==> config.mk <==
export PLATFORM = sky130hd
export DESIGN_NAME = sorted_unique_set
export DESIGN_NICKNAME = d
export VERILOG_FILES = /design/src/design/sus_pkg.sv /design/src/design/sus_ram.sv /design/src/design/sorted_unique_set.sv
export SDC_FILE = /design/constraint.sdc
export NUM_CORES = 2
export LEC_CHECK = 0
export BUFFER_PORTS_ARGS = -buffer_cell sky130_fd_sc_hd__buf_2
export CAP_MARGIN = 10
export CORE_ASPECT_RATIO = 1.4
export CORE_UTILIZATION = 40
export CTS_BUF_LIST = sky130_fd_sc_hd__clkbuf_2 sky130_fd_sc_hd__clkbuf_4 sky130_fd_sc_hd__clkbuf_8
export CTS_CLUSTER_DIAMETER = 50
export CTS_CLUSTER_SIZE = 28
export DETAILED_ROUTE_END_ITERATION = 12
export PLACE_DENSITY_LB_ADDON = 0.12
export SYNTH_ARGS = -nofsm -noshare
export SYNTH_HDL_FRONTEND = slang
export SYNTH_SLANG_ARGS = --single-unit
export TNS_END_PERCENT = 1
==> constraint.sdc <==
create_clock -name clock -period 13.8 [get_ports clock]
set_clock_uncertainty 0.2 [all_clocks]
set_input_delay 2.76 -clock clock [delete_from_list [all_inputs] [get_ports clock]]
set_output_delay 2.76 -clock clock [all_outputs]
set_load 0.05 [all_outputs]
==> src/design/sus_pkg.sv <==
// Shared definitions for the sorted unique set block: request kinds,
// reply kinds and the default capacity. No dependencies.
`default_nettype none

package sus_pkg;

   localparam int SUS_CAPACITY = 64;
   localparam int SUS_DATA_W   = 32;

   typedef enum logic [1:0] {
      KIND_INSERT = 2'd0,
      KIND_REMOVE = 2'd1,
      KIND_SEARCH = 2'd2,
      KIND_LIST   = 2'd3
   } req_kind_type;

   localparam logic REPLY_SEARCH = 1'b0;
   localparam logic REPLY_LIST   = 1'b1;

endpackage

`default_nettype wire

==> src/design/sus_ram.sv <==
// Generic single-write, single-read RAM with a registered read port.
// No dependencies.
`default_nettype none

module sus_ram #(
   parameter int WIDTH = 32,
   parameter int DEPTH = 64,
   localparam int ADDR_W = (DEPTH > 1) ? $clog2(DEPTH) : 1
) (
   input  wire logic              clock,
   input  wire logic              wr_en,
   input  wire logic [ADDR_W-1:0] wr_addr,
   input  wire logic [WIDTH-1:0]  wr_data,
   input  wire logic              rd_en,
   input  wire logic [ADDR_W-1:0] rd_addr,
   output logic      [WIDTH-1:0]  rd_data
);

   logic [WIDTH-1:0] mem_ff [DEPTH];

   always_ff @(posedge clock) begin
      if (wr_en) begin
         mem_ff[wr_addr] <= wr_data;
      end
      if (rd_en) begin
         rd_data <= mem_ff[rd_addr];
      end
   end

endmodule

`default_nettype wire

==> src/design/sorted_unique_set.sv <==
// Top level of the sorted unique set: a sequencer that walks one RAM of
// ascending values for insert, remove, search and list requests.
// Depends on sus_pkg and sus_ram.
//
//   Channel   Ports                                   Handshake
//   request   req_kind, req_key_value                 start high while busy low
//   response  rsp_reply_kind, rsp_present,            rsp_valid for one cycle,
//             rsp_element, rsp_last                   receiver cannot stall
//
// One request is handled at a time and busy stays high until it is done.
// The scan passes each entry in a RAM read state, then a compare state, and
// an insert or remove moves each entry with a read, then a write; the two
// never cover the same entry. A list request reads each stored entry in
// turn and emits it as one response.
// Synchronous reset empties the set at once; there is no clearing pass.
`default_nettype none

module sorted_unique_set #(
   parameter int CAPACITY = sus_pkg::SUS_CAPACITY
) (
   input  wire logic                               clock,
   input  wire logic                               reset,
   input  wire logic                               start,
   output logic                                    busy,
   input  wire logic [1:0]                         req_kind,
   input  wire logic signed [sus_pkg::SUS_DATA_W-1:0] req_key_value,
   output logic                                    rsp_valid,
   output logic                                    rsp_reply_kind,
   output logic                                    rsp_present,
   output logic signed [sus_pkg::SUS_DATA_W-1:0]   rsp_element,
   output logic                                    rsp_last
);

   import sus_pkg::*;

   localparam int ADDR_W = (CAPACITY > 1) ? $clog2(CAPACITY) : 1;
   localparam int CNT_W  = $clog2(CAPACITY + 1);

   localparam logic [3:0] S_IDLE     = 4'd0;
   localparam logic [3:0] S_SCAN     = 4'd1;
   localparam logic [3:0] S_CMP      = 4'd2;
   localparam logic [3:0] S_INS      = 4'd3;
   localparam logic [3:0] S_INS_WR   = 4'd4;
   localparam logic [3:0] S_REM      = 4'd5;
   localparam logic [3:0] S_REM_WR   = 4'd6;
   localparam logic [3:0] S_LIST     = 4'd7;
   localparam logic [3:0] S_LIST_OUT = 4'd8;

   logic [3:0]                    state_ff, state_in;
   logic [1:0]                    kind_ff, kind_in;
   logic signed [SUS_DATA_W-1:0]  key_ff, key_in;
   logic [CNT_W-1:0]              idx_ff, idx_in;
   logic [CNT_W-1:0]              ptr_ff, ptr_in;
   logic [CNT_W-1:0]              count_ff, count_in;

   logic                          rsp_valid_ff, rsp_valid_in;
   logic                          rsp_reply_kind_ff, rsp_reply_kind_in;
   logic                          rsp_present_ff, rsp_present_in;
   logic signed [SUS_DATA_W-1:0]  rsp_element_ff, rsp_element_in;
   logic                          rsp_last_ff, rsp_last_in;

   logic                          wr_en;
   logic [ADDR_W-1:0]             wr_addr;
   logic [SUS_DATA_W-1:0]         wr_data;
   logic                          rd_en;
   logic [ADDR_W-1:0]             rd_addr;
   logic [SUS_DATA_W-1:0]         rd_data;

   logic signed [SUS_DATA_W-1:0]  rd_value;
   logic                          rd_less;
   logic                          rd_equal;
   logic                          resolve;
   logic                          found;
   logic [CNT_W-1:0]              ptr_inc;
   logic [CNT_W-1:0]              ptr_dec;

   sus_ram #(
      .WIDTH (SUS_DATA_W),
      .DEPTH (CAPACITY)
   ) u_ram (
      .clock   (clock),
      .wr_en   (wr_en),
      .wr_addr (wr_addr),
      .wr_data (wr_data),
      .rd_en   (rd_en),
      .rd_addr (rd_addr),
      .rd_data (rd_data)
   );

   // The signed less-than and equality compares shared by every step of the scan.
   assign rd_value = $signed(rd_data);
   assign rd_less  = rd_value < key_ff;
   assign rd_equal = rd_value == key_ff;
   assign ptr_inc  = ptr_ff + CNT_W'(1);
   assign ptr_dec  = ptr_ff - CNT_W'(1);

   // The scan ends either at the end of the stored entries or at the first
   // entry that is not less than the key.
   assign resolve = ((state_ff == S_SCAN) && (idx_ff == count_ff)) ||
                    ((state_ff == S_CMP) && !rd_less);
   assign found   = (state_ff == S_CMP) && rd_equal;

   always_comb begin
      state_in          = state_ff;
      kind_in           = kind_ff;
      key_in            = key_ff;
      idx_in            = idx_ff;
      ptr_in            = ptr_ff;
      count_in          = count_ff;
      rsp_valid_in      = 1'b0;
      rsp_reply_kind_in = rsp_reply_kind_ff;
      rsp_present_in    = rsp_present_ff;
      rsp_element_in    = rsp_element_ff;
      rsp_last_in       = rsp_last_ff;
      wr_en             = 1'b0;
      wr_addr           = idx_ff[ADDR_W-1:0];
      wr_data           = key_ff;
      rd_en             = 1'b0;
      rd_addr           = idx_ff[ADDR_W-1:0];

      unique case (state_ff)
         S_IDLE: begin
            if (start) begin
               kind_in = req_kind;
               key_in  = req_key_value;
               idx_in  = '0;
               ptr_in  = '0;
               state_in = (req_kind == KIND_LIST) ? S_LIST : S_SCAN;
            end
         end
         S_SCAN: begin
            if (idx_ff != count_ff) begin
               rd_en    = 1'b1;
               rd_addr  = idx_ff[ADDR_W-1:0];
               state_in = S_CMP;
            end
         end
         S_CMP: begin
            if (rd_less) begin
               idx_in   = idx_ff + CNT_W'(1);
               state_in = S_SCAN;
            end
         end
         S_INS: begin
            if (ptr_ff == idx_ff) begin
               wr_en    = 1'b1;
               wr_addr  = idx_ff[ADDR_W-1:0];
               wr_data  = key_ff;
               count_in = count_ff + CNT_W'(1);
               state_in = S_IDLE;
            end else begin
               rd_en    = 1'b1;
               rd_addr  = ptr_dec[ADDR_W-1:0];
               state_in = S_INS_WR;
            end
         end
         S_INS_WR: begin
            wr_en    = 1'b1;
            wr_addr  = ptr_ff[ADDR_W-1:0];
            wr_data  = rd_data;
            ptr_in   = ptr_dec;
            state_in = S_INS;
         end
         S_REM: begin
            if (ptr_inc == count_ff) begin
               count_in = count_ff - CNT_W'(1);
               state_in = S_IDLE;
            end else begin
               rd_en    = 1'b1;
               rd_addr  = ptr_inc[ADDR_W-1:0];
               state_in = S_REM_WR;
            end
         end
         S_REM_WR: begin
            wr_en    = 1'b1;
            wr_addr  = ptr_ff[ADDR_W-1:0];
            wr_data  = rd_data;
            ptr_in   = ptr_inc;
            state_in = S_REM;
         end
         S_LIST: begin
            if (ptr_ff == count_ff) begin
               state_in = S_IDLE;
            end else begin
               rd_en    = 1'b1;
               rd_addr  = ptr_ff[ADDR_W-1:0];
               state_in = S_LIST_OUT;
            end
         end
         S_LIST_OUT: begin
            rsp_valid_in      = 1'b1;
            rsp_reply_kind_in = REPLY_LIST;
            rsp_present_in    = 1'b0;
            rsp_element_in    = rd_value;
            rsp_last_in       = ptr_inc == count_ff;
            ptr_in            = ptr_inc;
            state_in          = S_LIST;
         end
         default: begin
            state_in = S_IDLE;
         end
      endcase

      if (resolve) begin
         unique case (kind_ff)
            KIND_SEARCH: begin
               rsp_valid_in      = 1'b1;
               rsp_reply_kind_in = REPLY_SEARCH;
               rsp_present_in    = found;
               rsp_element_in    = '0;
               rsp_last_in       = 1'b1;
               state_in          = S_IDLE;
            end
            KIND_INSERT: begin
               if (found || (count_ff == CNT_W'(CAPACITY))) begin
                  state_in = S_IDLE;
               end else begin
                  ptr_in   = count_ff;
                  state_in = S_INS;
               end
            end
            KIND_REMOVE: begin
               if (found) begin
                  ptr_in   = idx_ff;
                  state_in = S_REM;
               end else begin
                  state_in = S_IDLE;
               end
            end
            default: begin
               state_in = S_IDLE;
            end
         endcase
      end
   end

   always_ff @(posedge clock) begin
      if (reset) begin
         state_ff     <= S_IDLE;
         count_ff     <= '0;
         rsp_valid_ff <= 1'b0;
      end else begin
         state_ff     <= state_in;
         count_ff     <= count_in;
         rsp_valid_ff <= rsp_valid_in;
      end
   end

   always_ff @(posedge clock) begin
      kind_ff           <= kind_in;
      key_ff            <= key_in;
      idx_ff            <= idx_in;
      ptr_ff            <= ptr_in;
      rsp_reply_kind_ff <= rsp_reply_kind_in;
      rsp_present_ff    <= rsp_present_in;
      rsp_element_ff    <= rsp_element_in;
      rsp_last_ff       <= rsp_last_in;
   end

   assign busy           = state_ff != S_IDLE;
   assign rsp_valid      = rsp_valid_ff;
   assign rsp_reply_kind = rsp_reply_kind_ff;
   assign rsp_present    = rsp_present_ff;
   assign rsp_element    = rsp_element_ff;
   assign rsp_last       = rsp_last_ff;

   // The fill count never passes the capacity.
   a_count_bound: assert property (@(posedge clock) disable iff (reset)
      count_ff <= CNT_W'(CAPACITY))
      else $error("entry count exceeds capacity");

   // An accepted request always leaves the idle state on the next cycle.
   a_start_busy: assert property (@(posedge clock) disable iff (reset)
      (start && !busy) |=> busy)
      else $error("accepted request did not make the block busy");

   // The RAM is only written while a request is in progress.
   a_write_busy: assert property (@(posedge clock) disable iff (reset)
      wr_en |-> busy)
      else $error("RAM written while idle");

   // A search answer is always the final response of its request.
   a_search_last: assert property (@(posedge clock) disable iff (reset)
      (rsp_valid && (rsp_reply_kind == REPLY_SEARCH)) |-> rsp_last)
      else $error("search answer without last mark");

endmodule

`default_nettype wire
# Word-level counts from Yosys, hierarchy flattened
# Memory sizes are Yosys's and may differ from the RTL's. A register that Yosys moved wholly into a read port is not among the register bits.
# Index checks and enable logic that the tools add are counted.
# word_totals
input_bits,37
elab_cells,114
memories,1
mem_bits_rw,2048
reg_bits,95
out_inout_bits,37
# op_classes
muxes,54
reduce_logical,17
eq_ne,25
n_addsub,5
order_cmp,1
# memory_table
memory,depth,width,rd,rd_clocked_by_memory_dff,write_ports,line_no,source
u_ram.mem_ff,64,32,1,1,1,sus_ram.sv:19,logic [WIDTH-1:0] mem_ff [DEPTH];
# ops
cell,n
$mux W32,4
$mux W7,8
$pmux W7 S2,3
$pmux W4 S9,1
$eq A32 B32 Y1,1
$lt A32 B32 Y1,1
$eq A7 B7 Y1,4
$mux W6,4
$add A7 B1 Y7 const B,3
$pmux W7 S3,1
$mux W4,5
$mux W1,19
$pmux W6 S3,1
$eq A4 B3 Y1 const B,4
$sub A7 B1 Y7 const B,2
$mux W3,4
$reduce_and A3 Y1,3
$eq A4 B2 Y1 const B,2
$ne A2 B2 Y1 const B,4
$eq A7 B7 Y1 const B,1
$ne A7 B7 Y1,1
$ne A3 B3 Y1 const B,2
$pmux W3 S2,1
$eq A2 B2 Y1 const B,2
16 further kinds,21

# Logic depth before layout (Yosys ltp)
# logic_depth
word_depth,6
ltp_mapped,19
mapped_depth_nobuf,13

# By module
# From an unflattened synthesis, not the netlist that was laid out.
# hier_totals
hier_cells,4028
hier_area_um2,84886.4
# modules_own_cells
mod,area_per_inst_um2,seq_area_each_um2,n_inst,cells_each
sus_ram,78835.6,62459.9,1,3324
sorted_unique_set,6050.8,2312.2,1,704

# Least setup slack after synthesis
# Ideal clock, no wire load.
# synth_path
path_type,reg2reg
from,register idx_ff[2]
to,"register u_ram.rd_data[0], read port of u_ram.mem_ff, enable pin"
synth_period_minus_slack_ps,5421
slack_ps,8379
arrival_ps,4688
path_buffers,1
setup_time_ps,533
stages_incl_launch_ff,5
required_ps,13067
path_cell_list,edfxtp_1 > buf_1 > xor2_1 > nor4_1 > o311ai_0
# synth_via
elab_chain_cells,3
elab_cells_between_ends,9
# synth_rtl
element,line_no,source
start: declaration,sorted_unique_set.sv:52,"logic [CNT_W-1:0] idx_ff, idx_in;"
start signal: assignment,sorted_unique_set.sv:252,idx_ff <= idx_in;
$eq A7 B7 Y1 or $ne A7 B7 Y1 (tied branches),"sorted_unique_set.sv:145, sorted_unique_set.sv:132",
$mux W1 (on tied branches),"sorted_unique_set.sv:145, sorted_unique_set.sv:132",
$pmux W1 S4 (*),sorted_unique_set.sv:121,unique case (state_ff)
named net rd_en,sorted_unique_set.sv:65,logic rd_en;
end: declaration,sus_ram.sv:16,output logic [WIDTH-1:0] rd_data
# Mark *: on every way through the listed nets, which the timed path passes. The rest lies on a longest branch.
# A chain may end at the register's enable or synchronous reset.

# Final worst setup path
# layout_path
from,register ptr_ff[1]
to,"register u_ram.rd_data[17], read port of u_ram.mem_ff (data pin)"
# layout_via
elab_chain_cells,4
elab_cells_between_ends,13
# layout_rtl
element,line_no,source
start: declaration,sorted_unique_set.sv:53,"logic [CNT_W-1:0] ptr_ff, ptr_in;"
start signal: assignment,sorted_unique_set.sv:253,ptr_ff <= ptr_in;
$add A7 B1 Y7,sorted_unique_set.sv:94,assign ptr_inc = ptr_ff + CNT_W'(1);
$eq A7 B7 Y1,sorted_unique_set.sv:165,if (ptr_inc == count_ff) begin
$mux W1 or $mux W6 (tied branches),sorted_unique_set.sv:165,
$pmux W1 S4 or $pmux W6 S3 (tied branches),sorted_unique_set.sv:121,
# Several ways; a longest one is shown, not always the timed one.

==> results.ini <==
[route]
drt_iter0_markers = 5558
drt_pre_antenna_iters = 5
wirelength_um = 279000
viasPerCell = 5.77
wire_per_inst_um = 30.3
vias = 53129
drc = 0
ant_nets = 0

[power_and_ir_drop]
power.share.sequential_pct = 48.0
power-per-cell-area_nw_per_um2 = 180
pwr-share-clk_pct = 23.0
p_leak_uw = 0.0309
p_int_uw = 10500
combPwrFrac_pct = 29.0
power.total_uw = 17000
swShare_pct = 38.1
irDropWorstVdd_mv = 0.118
power.switching_uw = 6470

[outcome]
status = finished, final reports clean

[clocking]
clockRootBuffer = clkbuf_8
worstSkewPairLatency_ns = 0.99
post_cts_buffers = 0
clock_path_buffers = 4
cts_made_buffers = 165
cts_resized = 0
htree_num_levels = 4
path_clk_slew_ns = 0.10
cts.sink_count = 2175
tritoncts = yes
hold_buffers = 0

[hold_path]
hold_path_class = flip-flop to flip-flop

[cells_and_area]
nNetsFinal = 6292
final_cell_mix = edfxtp_1 (2121), nand2_1 (1716), nand3_1 (558)
area_delta_synth_final_pct = 9.71
fill_cells = 19285
mostFrequentLayoutCell = edfxtp_1
drive_gt1_share_pct = 10.2

[sta]
tightest_slew_ns = 1.12
finalCriticalPeriod_ns = 7.45
hold_violations = 0
tns_ns = 0
relSlewSlack_pct = 25.5
drv_slew = 0
finalSetupViolations = 0
finalCritPeriodShare_pct = 54.0
max_freq_mhz = 134
rsz0062_at_grt = no

[yosys]
synth_edf_count = 2121
synthCells = 6198
avgSynthCellArea_um2 = 13.9
syn_nets = 6276
yosysWarnings = 0
ys_seq_area_share_pct = 75.4
ys.flop_type = edfxtp_1
async_reset_ff_share_pct = 0
ys_ff_latch = 2175
synthesis.area_um2 = 85900
synth_cell_types = 62

[floorplanning]
core-area_um2 = 213000
num_rows = 200
die_x_um = 394
die_h_um = 550
io_pins = 74
die-area_um2 = 217000
initial_core_util_pct = 40.4

[setup_path]
endpoint_kind = flip-flop
critPathKind = flip-flop to flip-flop
cp.required_ns = 14.27
crit_arrival_ns = 7.92
start_kind = flip-flop
cp_max_fo = 115

[global_route]
grt_max_degree = 148
grt_first_pass_wirelength_um = 391000
grt_use_total_pct = 25.3
grt_pass1_vias = 51005
grt_antenna_before_repair = 10
overflow = 0

[place]
placement.io_buffers = 73
hpwlAfterDp_um = 150000
place_congestion = 0.873

[flow_run]
cap_violations = 0

-- metrics by stage --
stage | setup slack, ns | hold slack, ns | instance area, µm² | std cells | utilization, %
CTS | 6.46 | 0.258 | 94200 | 9168 | 44.3
detailed placement | 6.42 | 0.244 | 90500 | 8875 | 42.5
global placement | 6.45 | 0.243 | 90500 | 8875 | 42.5
floorplan | 8.38 | 0.297 | 85900 | 6198 | -
global route | 6.19 | 0.280 | 94300 | 9207 | 44.3
finish | 6.35 | 0.258 | 94300 | 9209 | 44.3
-- per-layer routing --
layer | GRT usage, % | share of wire (%) | up-vias
li1 | - | - | 23225
met1 | 31.4 | 39 | 27783
met5 | 0 | 0 | -
met2 | 44.5 | 51 | 1750
met3 | 2.39 | 5.0 | 371
met4 | 11.6 | 4.6 | 0
-- Yosys cell counts (15+ instances only) --
cell / n / area, µm²
buf_2: 176 / 881
a32oi_1: 229 / 2010
o21ai_0: 56 / 280
nor3_1: 16 / 80.1
dfxtp_1: 54 / 1080
inv_1: 44 / 165
nand4_1: 252 / 1580
a21o_1: 19 / 143
nand2_1: 1716 / 6440
a22o_1: 15 / 131
nor2_1: 108 / 405
ha_1: 40 / 500
nand3_1: 558 / 2790
xnor2_1: 26 / 228
clkbuf_1: 154 / 578
and3_1: 18 / 113
buf_1: 47 / 176
edfxtp_1: 2121 / 63700
a21oi_1: 62 / 310
a31oi_1: 33 / 206
mux2i_1: 253 / 2530
and4_1: 25 / 219
-- power by group through the flow --
stage / clock network [µW] / logic (µW) / registers (µW)
detailed placement: 0 / 4940 / 8310
finish: 3900 / 4920 / 8150
global route: 4180 / 5250 / 8150
CTS: 3980 / 4950 / 8160
global placement: 0 / 4930 / 8310
floorplan: 0 / 2900 / 8160
-- path summary, 6_finish.rpt --
path / slack (ns) / startpoint / cells past startpoint / to
setup / recovery: 6.35 / ptr_ff[1]$_DFF_P_ / 14 / u_ram.rd_data[17]$_DFFE_PP_
setup reg to reg: 6.35 / ptr_ff[1]$_DFF_P_ / 14 / u_ram.rd_data[17]$_DFFE_PP_
hold / removal: 0.26 / rsp_element[26]$_DFF_P_ / 2 / rsp_element[26]$_DFF_P_
hold reg to reg: 0.26 / rsp_element[26]$_DFF_P_ / 2 / rsp_element[26]$_DFF_P_
-- state kept, by name (all words and copies together), names as in the netlist, 2 cells and up --
signal	flops
key_ff	32
u_ram.rd_data	32
count_ff	7
ptr_ff	7
idx_ff	7
rsp_element	32
kind_ff	2
u_ram.mem_ff	2048
state_ff	4
-- logic make-up (layout without fill, tap and decap cells) --
family,count (synthesis),after routing,synth area share [%]
buffers and inverters,428,570,2.16
muxes,254,254,2.96
other,0,41,0
adders and majority gates,41,41,0.606
and+or+nand+nor,2763,2763,14.1
DFF,2175,2175,75.4
AOI/OAI and AO/OA,498,498,4.42
xor gates and xnor gates,39,39,0.398
-- worst max-delay path: stages, from the launching register on --
cell and delay (ns):
dfxtp_1 0.66, ha_1 0.41, nand3_1 0.19, or3_1 0.47, a221oi_4 0.38, and3_1 0.29, o21ai_1 0.17, o32ai_4 0.32
buf_4 0.60, buf_12 0.57, buf_4 0.86, nand3_1 0.17, nand4_1 0.15, nand4_1 0.63, or4_1 0.74
-- area by class of cell --
| cell class | instances | area [µm²] | area share (%) |
|---|---|---|---|
| inverters | 44 | 165 | 0.175 |
| well taps | 2828 | 3540 | 3.75 |
| repair buffers | 233 | 1700 | 1.81 |
| diodes | 41 | 103 | 0.109 |
| clock buffers | 172 | 2350 | 2.49 |
| flip-flops and latches | 2175 | 64800 | 68.7 |
| clock inverters | 121 | 1370 | 1.45 |
| multi-input cells | 3595 | 20300 | 21.5 |
Power figures use the tool's default switching activity.
